File: src/rtl/core/plic_pkg.sv
package plic_pkg;

    localparam int NumSourcesDef   = 31;
    localparam int PriorityBitsDef = 3;
    localparam int PrioDepth       = 32;
    localparam int IdBits          = 5;

    // register byte offsets, bits 1:0 ignored
    localparam logic [21:0] OFS_PENDING   = 22'h001000;
    localparam logic [21:0] OFS_ENABLE    = 22'h002000;
    localparam logic [21:0] OFS_THRESHOLD = 22'h200000;
    localparam logic [21:0] OFS_CLAIM     = 22'h200004;

    typedef enum logic [1:0] {
        OP_SAMPLE = 2'd0,
        OP_READ   = 2'd1,
        OP_WRITE  = 2'd2,
        OP_NONE   = 2'd3
    } t_opcode;

    typedef enum logic [2:0] {
        ST_IDLE,
        ST_APPLY,
        ST_SCAN,
        ST_SCAN_END,
        ST_CLAIM,
        ST_OUT
    } t_state;

    // control from the sequencer to the shared compare unit
    typedef struct packed {
        logic              start;
        logic              cmp_vld;
        logic [IdBits-1:0] cmp_id;
    } t_arb_ctl;

endpackage

File: src/rtl/core/plic_ram.sv
module plic_ram #(
    parameter int WIDTH = 8,
    parameter int DEPTH = 32,
    parameter int AW    = $clog2(DEPTH)
) (
    input  logic             i_clk,
    input  logic             i_we,
    input  logic [AW-1:0]    i_waddr,
    input  logic [WIDTH-1:0] i_wdata,
    input  logic [AW-1:0]    i_raddr,
    output logic [WIDTH-1:0] o_rdata
);

    logic [WIDTH-1:0] r_mem [DEPTH];

    always_ff @(posedge i_clk) begin
        if (i_we) begin
            r_mem[i_waddr] <= i_wdata;
        end
        o_rdata <= r_mem[i_raddr];
    end

endmodule

File: src/rtl/core/plic_arb.sv
module plic_arb
    import plic_pkg::*;
#(
    parameter int PRIORITY_BITS = PriorityBitsDef
) (
    input  logic                     i_clk,
    input  logic                     i_rst_n,
    input  t_arb_ctl                 i_ctl,
    input  logic [31:0]              i_cand,
    input  logic [PRIORITY_BITS-1:0] i_threshold,
    input  logic [PRIORITY_BITS-1:0] i_prio,
    output logic [IdBits-1:0]        o_best_id
);

    logic [PRIORITY_BITS-1:0] r_best_prio;
    logic [IdBits-1:0]        r_best_id;

    // strict greater keeps the lowest id on ties
    always_ff @(posedge i_clk) begin
        if (!i_rst_n) begin
            r_best_id   <= '0;
            r_best_prio <= '0;
        end else if (i_ctl.start) begin
            r_best_id   <= '0;
            r_best_prio <= i_threshold;
        end else if (i_ctl.cmp_vld && i_cand[i_ctl.cmp_id] && (i_prio > r_best_prio)) begin
            r_best_id   <= i_ctl.cmp_id;
            r_best_prio <= i_prio;
        end
    end

    assign o_best_id = r_best_id;

endmodule

File: src/rtl/core/platform_interrupt_controller.sv
// the result word follows a priority scan that reads one source a cycle from the priority ram;
// a claim read runs the scan again after the claim
// the input side is ready only while the sequencer is idle
// a finished result waits in the output register while the next word is accepted
// reset: synchronous, active low; priorities, enable, threshold, pending and in service read 0
module platform_interrupt_controller
    import plic_pkg::*;
#(
    parameter int NUM_SOURCES   = NumSourcesDef,
    parameter int PRIORITY_BITS = PriorityBitsDef
) (
    input  logic        i_clk,
    input  logic        i_rst_n,
    // slave side
    input  logic        s_axis_tvalid,
    output logic        s_axis_tready,
    input  logic [87:0] s_axis_tdata,   // byte_offset[21:0], write_data[53:22], source_lines[85:54]
    input  logic [1:0]  s_axis_tuser,   // opcode[1:0]
    // master side
    output logic        m_axis_tvalid,
    input  logic        m_axis_tready,
    output logic [39:0] m_axis_tdata    // read_data[31:0], external_irq[32]
);

    localparam int          PB      = PRIORITY_BITS;
    localparam logic [31:0] SrcMask = (32'hFFFF_FFFF >> (31 - NUM_SOURCES)) & ~32'd1;
    localparam logic [IdBits-1:0] LastId = IdBits'(NUM_SOURCES);

    // sequencer and item registers
    t_state       r_state, n_state;
    t_opcode      r_op;
    logic [21:0]  r_ofs;
    logic [31:0]  r_data;
    logic [31:0]  r_lines;
    logic         r_claim_done;

    // architectural state
    logic [31:0]  r_pending;
    logic [31:0]  r_enable;
    logic [31:0]  r_in_service;
    logic [PB-1:0] r_threshold;
    logic [PrioDepth-1:0] r_prio_vld;   // entry written since reset

    // scan pipeline
    logic [IdBits-1:0] r_idx;
    logic              r_cmp_vld;
    logic [IdBits-1:0] r_cmp_id;
    logic              r_rvld;

    logic [31:0]  r_rd;
    logic [39:0]  r_out_data;
    logic         r_out_vld;

    // ram and arbiter hookup
    logic              w_we;
    logic [IdBits-1:0] w_raddr;
    logic [PB-1:0]     w_rdata;
    logic [PB-1:0]     w_prio;
    logic [IdBits-1:0] w_best;
    t_arb_ctl          w_ctl;

    // address decode
    logic [21:0]  w_ofs;
    logic [9:0]   w_word_id;
    logic [IdBits-1:0] w_pid;
    logic         w_is_prio, w_is_pend, w_is_en, w_is_thr, w_is_claim;
    logic [IdBits-1:0] w_cid;
    logic         w_complete_ok;
    logic         w_is_claim_read;
    logic [31:0]  w_reg_rd;

    assign w_ofs      = {r_ofs[21:2], 2'b00};
    assign w_word_id  = w_ofs[11:2];
    assign w_pid      = w_word_id[IdBits-1:0];
    assign w_is_prio  = (w_ofs < OFS_PENDING) && (w_word_id != 10'd0)
                        && (w_word_id <= 10'(NUM_SOURCES));
    assign w_is_pend  = (w_ofs == OFS_PENDING);
    assign w_is_en    = (w_ofs == OFS_ENABLE);
    assign w_is_thr   = (w_ofs == OFS_THRESHOLD);
    assign w_is_claim = (w_ofs == OFS_CLAIM);
    assign w_is_claim_read = (r_op == OP_READ) && w_is_claim;

    // plain register reads answered in apply
    assign w_reg_rd = w_is_pend ? r_pending :
                      w_is_en   ? r_enable  :
                      w_is_thr  ? {{(32-PB){1'b0}}, r_threshold} : '0;

    // complete only for a valid, enabled id
    assign w_cid         = r_data[IdBits-1:0];
    assign w_complete_ok = (r_data[31:IdBits] == '0) && (w_cid != '0)
                           && (w_cid <= LastId) && r_enable[w_cid];

    // an entry never written reads as priority zero
    assign w_prio = r_rvld ? w_rdata : '0;

    // next state
    always_comb begin
        n_state = r_state;
        case (r_state)
            ST_IDLE: begin
                if (s_axis_tvalid) n_state = ST_APPLY;
            end
            ST_APPLY: n_state = ST_SCAN;
            ST_SCAN: begin
                if (r_idx == LastId) n_state = ST_SCAN_END;
            end
            ST_SCAN_END: begin
                if (w_is_claim_read && !r_claim_done) n_state = ST_CLAIM;
                else                                  n_state = ST_OUT;
            end
            ST_CLAIM: n_state = ST_SCAN;
            ST_OUT: begin
                if (!r_out_vld || m_axis_tready) n_state = ST_IDLE;
            end
            default: n_state = ST_IDLE;
        endcase
    end

    // sequencer outputs
    always_comb begin
        s_axis_tready = 1'b0;
        w_we          = 1'b0;
        w_raddr       = r_idx;
        w_ctl.start   = 1'b0;
        w_ctl.cmp_vld = r_cmp_vld;
        w_ctl.cmp_id  = r_cmp_id;
        case (r_state)
            ST_IDLE:  s_axis_tready = 1'b1;
            ST_APPLY: begin
                w_we        = (r_op == OP_WRITE) && w_is_prio;
                w_raddr     = w_pid;
            end
            // threshold settles in apply, so the arbiter is seeded on the first scan cycle
            ST_SCAN:  w_ctl.start = !r_cmp_vld;
            ST_CLAIM: w_ctl.start = 1'b1;
            default: ;
        endcase
    end

    always_ff @(posedge i_clk) begin
        if (!i_rst_n) begin
            r_state      <= ST_IDLE;
            r_pending    <= '0;
            r_enable     <= '0;
            r_in_service <= '0;
            r_threshold  <= '0;
            r_prio_vld   <= '0;
            r_cmp_vld    <= 1'b0;
            r_out_vld    <= 1'b0;
            r_claim_done <= 1'b0;
            r_idx        <= '0;
        end else begin
            r_state <= n_state;
            r_rvld  <= r_prio_vld[w_raddr];
            if (r_state == ST_OUT && (!r_out_vld || m_axis_tready)) begin
                r_out_vld <= 1'b1;
            end else if (m_axis_tready) begin
                r_out_vld <= 1'b0;
            end
            case (r_state)
                ST_IDLE: begin
                    if (s_axis_tvalid) begin
                        r_op         <= t_opcode'(s_axis_tuser);
                        r_ofs        <= s_axis_tdata[21:0];
                        r_data       <= s_axis_tdata[53:22];
                        r_lines      <= s_axis_tdata[85:54];
                        r_claim_done <= 1'b0;
                    end
                end
                ST_APPLY: begin
                    r_idx     <= IdBits'(1);
                    r_cmp_vld <= 1'b0;
                    r_rd      <= (r_op == OP_READ) ? w_reg_rd : '0;
                    case (r_op)
                        OP_SAMPLE: r_pending <= r_pending | (r_lines & SrcMask & ~r_in_service);
                        OP_WRITE: begin
                            if (w_is_prio) r_prio_vld[w_pid] <= 1'b1;
                            if (w_is_en)   r_enable <= r_data & SrcMask;
                            if (w_is_thr)  r_threshold <= r_data[PB-1:0];
                            if (w_is_claim && w_complete_ok) r_in_service[w_cid] <= 1'b0;
                        end
                        default: ;
                    endcase
                end
                ST_SCAN: begin
                    // first scan cycle sees the priority fetched in apply
                    if (!r_cmp_vld && (r_op == OP_READ) && w_is_prio && !r_claim_done) begin
                        r_rd <= {{(32-PB){1'b0}}, w_prio};
                    end
                    r_cmp_vld <= 1'b1;
                    r_cmp_id  <= r_idx;
                    r_idx     <= r_idx + IdBits'(1);
                end
                ST_SCAN_END: r_cmp_vld <= 1'b0;
                ST_CLAIM: begin
                    r_rd         <= {{(32-IdBits){1'b0}}, w_best};
                    r_claim_done <= 1'b1;
                    r_idx        <= IdBits'(1);
                    if (w_best != '0) begin
                        r_pending[w_best]    <= 1'b0;
                        r_in_service[w_best] <= 1'b1;
                    end
                end
                ST_OUT: begin
                    if (!r_out_vld || m_axis_tready) begin
                        r_out_data <= {7'd0, (w_best != '0), r_rd};
                    end
                end
                default: ;
            endcase
        end
    end

    plic_ram #(
        .WIDTH (PB),
        .DEPTH (PrioDepth)
    ) u_prio_ram (
        .i_clk   (i_clk),
        .i_we    (w_we),
        .i_waddr (w_pid),
        .i_wdata (r_data[PB-1:0]),
        .i_raddr (w_raddr),
        .o_rdata (w_rdata)
    );

    plic_arb #(
        .PRIORITY_BITS (PB)
    ) u_arb (
        .i_clk       (i_clk),
        .i_rst_n     (i_rst_n),
        .i_ctl       (w_ctl),
        .i_cand      (r_pending & r_enable),
        .i_threshold (r_threshold),
        .i_prio      (w_prio),
        .o_best_id   (w_best)
    );

    assign m_axis_tvalid = r_out_vld;
    assign m_axis_tdata  = r_out_data;

    // a source is never pending and in service at once
    a_pend_excl: assert property (@(posedge i_clk) disable iff (!i_rst_n)
        (r_pending & r_in_service) == '0)
        else $error("pending and in service overlap");

    // no state bit outside sources 1..NUM_SOURCES
    a_src_range: assert property (@(posedge i_clk) disable iff (!i_rst_n)
        ((r_pending | r_enable | r_in_service) & ~SrcMask) == '0)
        else $error("state bit outside source range");

    // the reported winner is enabled and pending
    a_best_ok: assert property (@(posedge i_clk) disable iff (!i_rst_n)
        (r_state == ST_OUT && w_best != '0) |-> (r_enable[w_best] && r_pending[w_best]))
        else $error("winner not enabled and pending");

    // a result appears only from the output step
    a_out_src: assert property (@(posedge i_clk) disable iff (!i_rst_n)
        $rose(r_out_vld) |-> $past(r_state == ST_OUT))
        else $error("result loaded outside output step");

endmodule

File: config.mk
export PLATFORM = sky130hd
export DESIGN_NAME = platform_interrupt_controller
export DESIGN_NICKNAME = d
export VERILOG_FILES = /design/src/rtl/core/plic_pkg.sv /design/src/rtl/core/plic_ram.sv /design/src/rtl/core/plic_arb.sv /design/src/rtl/core/platform_interrupt_controller.sv
export SDC_FILE = /design/constraint.sdc
export NUM_CORES = 1
export LEC_CHECK = 0
export ABC_AREA = 1
export ABC_CLOCK_PERIOD_IN_PS = 12000
export BUFFER_PORTS_ARGS = -buffer_cell sky130_fd_sc_hd__buf_2
export CAP_MARGIN = 20
export CORE_UTILIZATION = 55
export CTS_CLUSTER_DIAMETER = 150
export CTS_CLUSTER_SIZE = 28
export DETAILED_ROUTE_END_ITERATION = 8
export GPL_ROUTABILITY_DRIVEN = 1
export GPL_TIMING_DRIVEN = 0
export PLACE_DENSITY = 0.72
export SYNTH_ARGS = -nofsm -noshare
export SYNTH_HDL_FRONTEND = slang
export SYNTH_HIERARCHICAL = 1
export SYNTH_SLANG_ARGS = --single-unit
File: constraint.sdc
create_clock -name i_clk -period 12 [get_ports i_clk]
set_input_delay 0.6 -clock i_clk [delete_from_list [all_inputs] [get_ports i_clk]]
set_output_delay 0.6 -clock i_clk [all_outputs]
set_load 0.02 [all_outputs]
# ---- Word level (Yosys, flattened, before mapping)
# Memory sizes are Yosys's and may differ from the RTL's. A register that Yosys moved wholly into a read port is not among the register bits.
# Index checks and enable logic that the tools add are counted.
dict set report classes {
  add_sub_neg 1
  multipliers 0
  div 0
  magnitude_cmp 12
  eq_ne 20
  shift 0
  muxes 45
  n_bitwise 11
  n_reduce_logical 49
}
# cell n
set op_table {}
lappend op_table {{two-way mux 32 bit} 9}
lappend op_table {{AND 32 bit} 4}
lappend op_table {{one-hot mux 32 bit (2 select lines)} 2}
lappend op_table {{inverter 32 bit} 3}
lappend op_table {{OR 32 bit} 3}
lappend op_table {{one-hot mux 32 bit (3 select lines)} 1}
lappend op_table {{== test 20 bit (second input constant)} 2}
lappend op_table {{< comparator 5 x 6 -> 1 bit (second input constant)} 5}
lappend op_table {{zero test 27 bit} 1}
lappend op_table {{AND reduction 3 bit} 8}
lappend op_table {{< comparator 22 x 13 -> 1 bit (second input constant)} 1}
lappend op_table {{two-way mux 3 bit} 7}
lappend op_table {{== test 20 x 11 -> 1 bit (second input constant)} 1}
lappend op_table {{== test 20 x 12 -> 1 bit (second input constant)} 1}
lappend op_table {{logical AND 1 bit} 18}
lappend op_table {{binary-select mux 1 bit (select 5 bit)} 3}
lappend op_table {{demux 1 bit (select 5 bit)} 3}
lappend op_table {{greater-or-equal comparator 5 x 1 -> 1 bit (second input constant)} 3}
lappend op_table {{one-hot mux 3 bit (5 select lines)} 1}
lappend op_table {{two-way mux 1 bit} 14}
lappend op_table {{inequality test 2 bit (second input constant)} 6}
lappend op_table {{nonzero test 2 bit} 6}
lappend op_table {{<= comparator 10 x 5 -> 1 bit (second input constant)} 1}
lappend op_table {{one-hot mux 5 bit (2 select lines)} 1}
lappend op_table {{other kinds (23)} 34}
dict set report word_totals {
  ff_bits 308
  latchBits 0
  ram_bits 96
  mem_bits_ro 0
  in_bits 94
  memories 1
}
# name words word_bits read_ports rd_ports_with_merged_regs wr line
set mem_list {}
lappend mem_list {u_prio_ram.r_mem 32 3 1 1 1 plic_ram.sv:14} ;# logic [WIDTH-1:0] r_mem [DEPTH];

# ---- Logic depth before layout (Yosys ltp)
dict set report logic_depth {
  word_depth 9
  mapped_depth 17
}

# ---- Hierarchy
# Netlist, hierarchy kept.
# module n_inst cells_per_inst area_per_inst_um2 seq_area_each_um2
set modules_own_cells {}
lappend modules_own_cells {platform_interrupt_controller 1 1477 13047.5 7487.2}
lappend modules_own_cells {plic_ram 1 377 4127.7 2942.8}
lappend modules_own_cells {plic_arb 1 148 820.8 160.2}

# ---- Worst setup path before layout
# Ideal clock, no wire load.
dict set report synth_path {
  path_type {input to register}
  startpoint {input port i_rst_n}
  endpoint {register r_data[0], enable pin}
  setup_ps 529
  t_arrival_ps 4797
  required_ps 11471
  path_slack_ps 6673
  path_stages 4
  cell_sequence {clkinv_1 clkbuf_1 clkbuf_1 nor2_1}
}
dict set report synth_via {
  elab_chain_len 1
}
# element line
set synth_rtl {}
lappend synth_rtl {{start, declared} platform_interrupt_controller.sv:13} ;# input logic i_rst_n,
lappend synth_rtl {{AND reduction 3 bit (no source line)} --}
lappend synth_rtl {{end signal, assigned} platform_interrupt_controller.sv:165} ;# r_data <= s_axis_tdata[53:22];
lappend synth_rtl {{end, declared} platform_interrupt_controller.sv:33} ;# logic [31:0] r_data;
# No other way between the ends.
# A chain may end at the register's enable or synchronous reset.

# ---- Final worst setup path
dict set report layout_path {
  startpoint {register r_ofs[4]}
  endpoint {register r_rd[8], data pin}
}
dict set report layout_via {
  elab_chain_len 5
  elab_cells_between_ends 6
  classes_between {2 x eq/ne; 4 x mux}
}
# element line
set layout_rtl {}
lappend layout_rtl {{start, declared} platform_interrupt_controller.sv:32} ;# logic [21:0] r_ofs;
lappend layout_rtl {{start signal, assigned} platform_interrupt_controller.sv:164} ;# r_ofs <= s_axis_tdata[21:0];
lappend layout_rtl {{== test 20 x 12 -> 1 bit} platform_interrupt_controller.sv:78} ;# assign w_is_en = (w_ofs == OFS_ENABLE);
lappend layout_rtl {{two-way mux 32 bit} platform_interrupt_controller.sv:85} ;# w_is_en ? r_enable :
lappend layout_rtl {{two-way mux 32 bit (*)} platform_interrupt_controller.sv:84} ;# assign w_reg_rd = w_is_pend ? r_pending :
lappend layout_rtl {{two-way mux 32 bit (*)} platform_interrupt_controller.sv:173} ;# r_rd <= (r_op == OP_READ) ? w_reg_rd : '0;
lappend layout_rtl {{one-hot mux 32 bit (3 select lines) (*)} platform_interrupt_controller.sv:160} ;# case (r_state)
lappend layout_rtl {{end signal, assigned} platform_interrupt_controller.sv:173}
lappend layout_rtl {{end signal, assigned} platform_interrupt_controller.sv:188} ;# r_rd <= {{(32-PB){1'b0}}, w_prio};
lappend layout_rtl {{end signal, assigned} platform_interrupt_controller.sv:196} ;# r_rd <= {{(32-IdBits){1'b0}}, w_best};
lappend layout_rtl {{end, declared} platform_interrupt_controller.sv:50} ;# logic [31:0] r_rd;
# Every way passes the cells marked *; elsewhere a longest branch is shown, timed or not.

==> impl_results.md <==
- Worst slack at placement: 8.55 ns
- Largest clock skew in the final design: 0.0223 ns
- Worst path cell trace: inv_2, nand2_1, nor2_2, nand3_1, nor2_1, inv_1, nor2_1, buf_2, nand2_1, a21oi_1
- Fraction of layout instances using a drive strength above 1: 12.7%
- Final worst path period need: 3.03 ns
- Most used DFF post-synth: edfxtp_1
- Data required time at the worst endpoint: 12.31 ns
- Result of the run: finished, final reports clean
- Port bufs: 123
- Post-CTS setup buffer count: 0
- Biggest area contributors in the synthesized netlist: edfxtp_1, dfxtp_1, nand2_1
- Initial standard-cell utilization of the core: 56.4%
- Post-cts resize count: 0
- Maximum number of pins on one net before global-route repair: 38
- Total track usage: 28.3%
- Worst setup EP type: flop
- Number of placed I/O pins: 136
- Power share of the clock group: 21.3%
- Final Non-Filler Cells: 2604
- Critical Path Fanout Max: 10
- Total of endpoints with negative setup slack in the final report: 0
- Average footprint of a synthesized cell: 8.99 µm²
- Synthesized instance count: 2002
- Routed via count: 14.5k
- Number of library cell types mapped by synthesis: 42
- Vias in the first global route: 13.3k
- Buffers from clock root to sink, at most: 3
- Share of flip-flops with an asynchronous set or reset: 0%
- Maximum vdd drop: 113 µV
- Cell types with the highest counts after synthesis: nand2_1, edfxtp_1, nand3_1, nor2_1, inv_1
- Initial antenna violation count: 0
- Termination of the worst setup path: r_rd[8]$_DFFE_PP_
- Standby leakage power: 7.60 nW
- Power density of the placed cells: 171 mW/mm²
- Post-placement cell count: 2572
- TritonCTS clock tree: yes
- HPWL after detailed placement: 33.8 mm
- Category of the most critical setup path: flop to flop
- Launching instance or port of the critical path: r_ofs[4]$_DFFE_PP_
- Number of max-cap violations: 0
- First-pass iteration count of the detailed router: 5
- Most common cell in the synthesized netlist: nand2_1
- Unrepaired setup endpoints after global routing: no
- Post-route antenna net violation count: 0
- Number of sinks handled by clock tree synthesis: 403
- Wire length of the first global-routing pass: 72.8 mm
- Part of the cycle the worst path needs: 25.2%
- R2r setup slk: 8.97 ns
- Area leader, netlist: edfxtp_1
- Post-synthesis to final-layout area growth: 10.5%
- Diode insertion count for antenna repair: 0
- Max Freq: 330 MHz
- Cell Area, Synth: 0.0180 mm²
- Top-area cell type share of the netlist area: 42.0%
- Overall die area: 0.0334 mm²
- Seq/Total Area, Yosys: 58.8%
- Register share of total power: 49.8%
- Number of placement rows: 65
- Maximum level of the CTS H-tree: 1
- Yosys warns: 6
- Proportion of total power due to net switching: 34.9%
- Latest clock arrival within the worst-skew pair: 0.54 ns
- Crit path buffers/inverters: 3
- R2r worst-path depth: 10
- Pin slew with the least headroom to its limit: 0.993 ns
- Number of slew-limit violations in the final report: 0
- Total internal power: 0.00221 W
- Gp weighted congestion: 0.949
- Hold_buf cts: 0
- Maximum single-stage delay on the critical path: 0.60 ns
- Horiz. Die Dim: 183 µm
- Total grt overflow: 0
- EDFF count, synth: 252
- Clock transition at the register clock pins on the worst setup and hold paths after CTS: 0.11 ns
- Final setup slack of the worst path: 8.97 ns
- Cell family with the largest share of critical-path delay: simple AND/OR/NAND/NOR gates
- DRC violation total after the first TritonRoute iteration: 1545
- Number of remaining DRC errors: 0
- Final Hold Vio Count: 0
- Routed len/inst: 18.1 µm
- CTS Buf Count: 18
- Switching power total: 0.00118 W
- Die height: 183 µm
- FF-to-FF Start: r_ofs[4]$_DFFE_PP_
- Clock Tree Root: clkbuf_16
- Total negative slack for setup checks: 0 ns
- Critical Path Stages: 10
- Core footprint: 0.0319 mm²
- Total wirelength of the detailed-routed design: 47.1 mm
- Worst min-delay path class: input pin to flop
- Number of nets in the finished design: 2257
- # fillers: 2771
- Startpoint type of the worst setup path: flop
- FF-to-FF End: r_rd[8]$_DFFE_PP_
- Relative slew slack: 33.8%
- Combinational group share of total power: 28.9%
- Drt via density: 5.56
- FF+latch count, synth: 403
- Worst endpoint data arrival time: 3.34 ns
- Slowest cell on crit path: edfxtp_1
[cells in the final DEF (no fill, tap or decap), types with 6 or more instances in the layout]
| cell | count |
|---|---|
| nand2_1 | 513 |
| nor2_1 | 210 |
| dfxtp_1 | 151 |
| nand4_1 | 7 |
| nor2_2 | 7 |
| buf_1 | 9 |
| buf_6 | 9 |
| conb_1 | 8 |
| clkbuf_1 | 41 |
| inv_1 | 185 |
| clkbuf_16 | 19 |
| a31oi_1 | 9 |
| edfxtp_1 | 252 |
| o21ai_0 | 50 |
| a21oi_1 | 143 |
| buf_4 | 20 |
| a211oi_2 | 31 |
| o21ai_1 | 6 |
| nand3b_1 | 31 |
| nand3_1 | 217 |
| nor3_1 | 40 |
| buf_2 | 149 |
| inv_2 | 16 |
[cell type report]
type	instances	area, µm²	share of cell area, %
tap	435	544	2.74
clock inverter	1	20.0	0.101
sequential	403	10600	53.3
buffer	94	528	2.66
clock buffer	30	517	2.60
inverter	203	764	3.85
timing repair buffer	129	758	3.81
multi-input combinational	1309	6160	31.0
[worst register-to-register path, stage by stage (launching register included)]
cell	delay, ns
edfxtp_1	0.60
inv_2	0.19
nand2_1	0.10
nor2_2	0.19
nand3_1	0.16
nor2_1	0.16
inv_1	0.08
nor2_1	0.52
buf_2	0.39
nand2_1	0.09
a21oi_1	0.32
[how the worst min path moves through the flow]
stage / depth (start not counted) / slack [ns] / end / from
final: 1 / 0.23 / r_data[29]$_DFFE_PP_ / s_axis_tdata[51]
after global placement: 0 / 0.40 / m_axis_tdata[6]$_DFFE_PP_ / r_rd[6]$_DFFE_PP_
after CTS: 1 / 0.21 / r_data[29]$_DFFE_PP_ / s_axis_tdata[51]
after floorplan: 0 / 0.40 / m_axis_tdata[0]$_DFFE_PP_ / r_rd[0]$_DFFE_PP_
after global routing: 1 / 0.21 / r_ofs[15]$_DFFE_PP_ / s_axis_tdata[15]
after detailed placement: 0 / 0.40 / m_axis_tdata[4]$_DFFE_PP_ / r_rd[4]$_DFFE_PP_
[power by group through the flow]
stage | sequential [W] | clock (W) | combinational, W
after floorplan | 0.00170 | 0 | 0.000673
after global placement | 0.00174 | 0 | 0.000921
after detailed placement | 0.00173 | 0 | 0.000959
after CTS | 0.00170 | 0.000737 | 0.000962
after global routing | 0.00171 | 0.000783 | 0.00108
final | 0.00169 | 0.000724 | 0.000981
[registers in the layout, indices dropped and copies added (netlist names)]
name and cells:
r_cmp_id 5, r_data 32, r_ofs 20, r_claim_done 1
r_op 2, r_idx 5, r_rvld 1, r_state 3
u_prio_ram/o_rdata 3, r_pending 32, r_prio_vld 32, u_arb/o_best_id 5
m_axis_tvalid 1, r_lines 31, r_enable 31, m_axis_tdata 33
r_rd 32, u_prio_ram/r_mem 96, r_cmp_vld 1, r_in_service 31
u_arb/r_best_prio 3, r_threshold 3
[cell families (layout without fill, tap and decap cells)]
group / count (synthesis) / after routing / share of synthesized area [%]
flops: 403 / 403 / 58.8
compound gates: 253 / 253 / 8.61
simple gates: 1042 / 1042 / 24.9
other cells: 1 / 8 / 0.0208
xor+xnor: 1 / 1 / 0.0487
buf+inv: 297 / 457 / 7.18
fa+ha+maj: 5 / 5 / 0.348
[routing by layer]
layer	part of all wire, %	vias up	GRT usage [%]	wire length (µm)
met5	0	-	0.148	0
met4	2.9	0	8.80	1350
met3	9.6	78	4.47	4510
met2	43	672	43.0	20300
met1	44	6779	41.8	21000
li1	-	6951	-	-
[stage by stage]
| step | cell area (µm²) | hold slack (ns) | utilization, % | power (W) |
|---|---|---|---|---|
| after global placement | 19200 | 0.401 | 60.2 | 0.00266 |
| after global routing | 19900 | 0.206 | 62.4 | 0.00357 |
| after floorplan | 18000 | 0.400 | - | 0.00238 |
| final | 19900 | 0.226 | 62.4 | 0.00340 |
| after detailed placement | 19300 | 0.405 | 60.6 | 0.00268 |
| after CTS | 19900 | 0.210 | 62.3 | 0.00339 |
No activity file was read; power rests on OpenSTA's default activity.
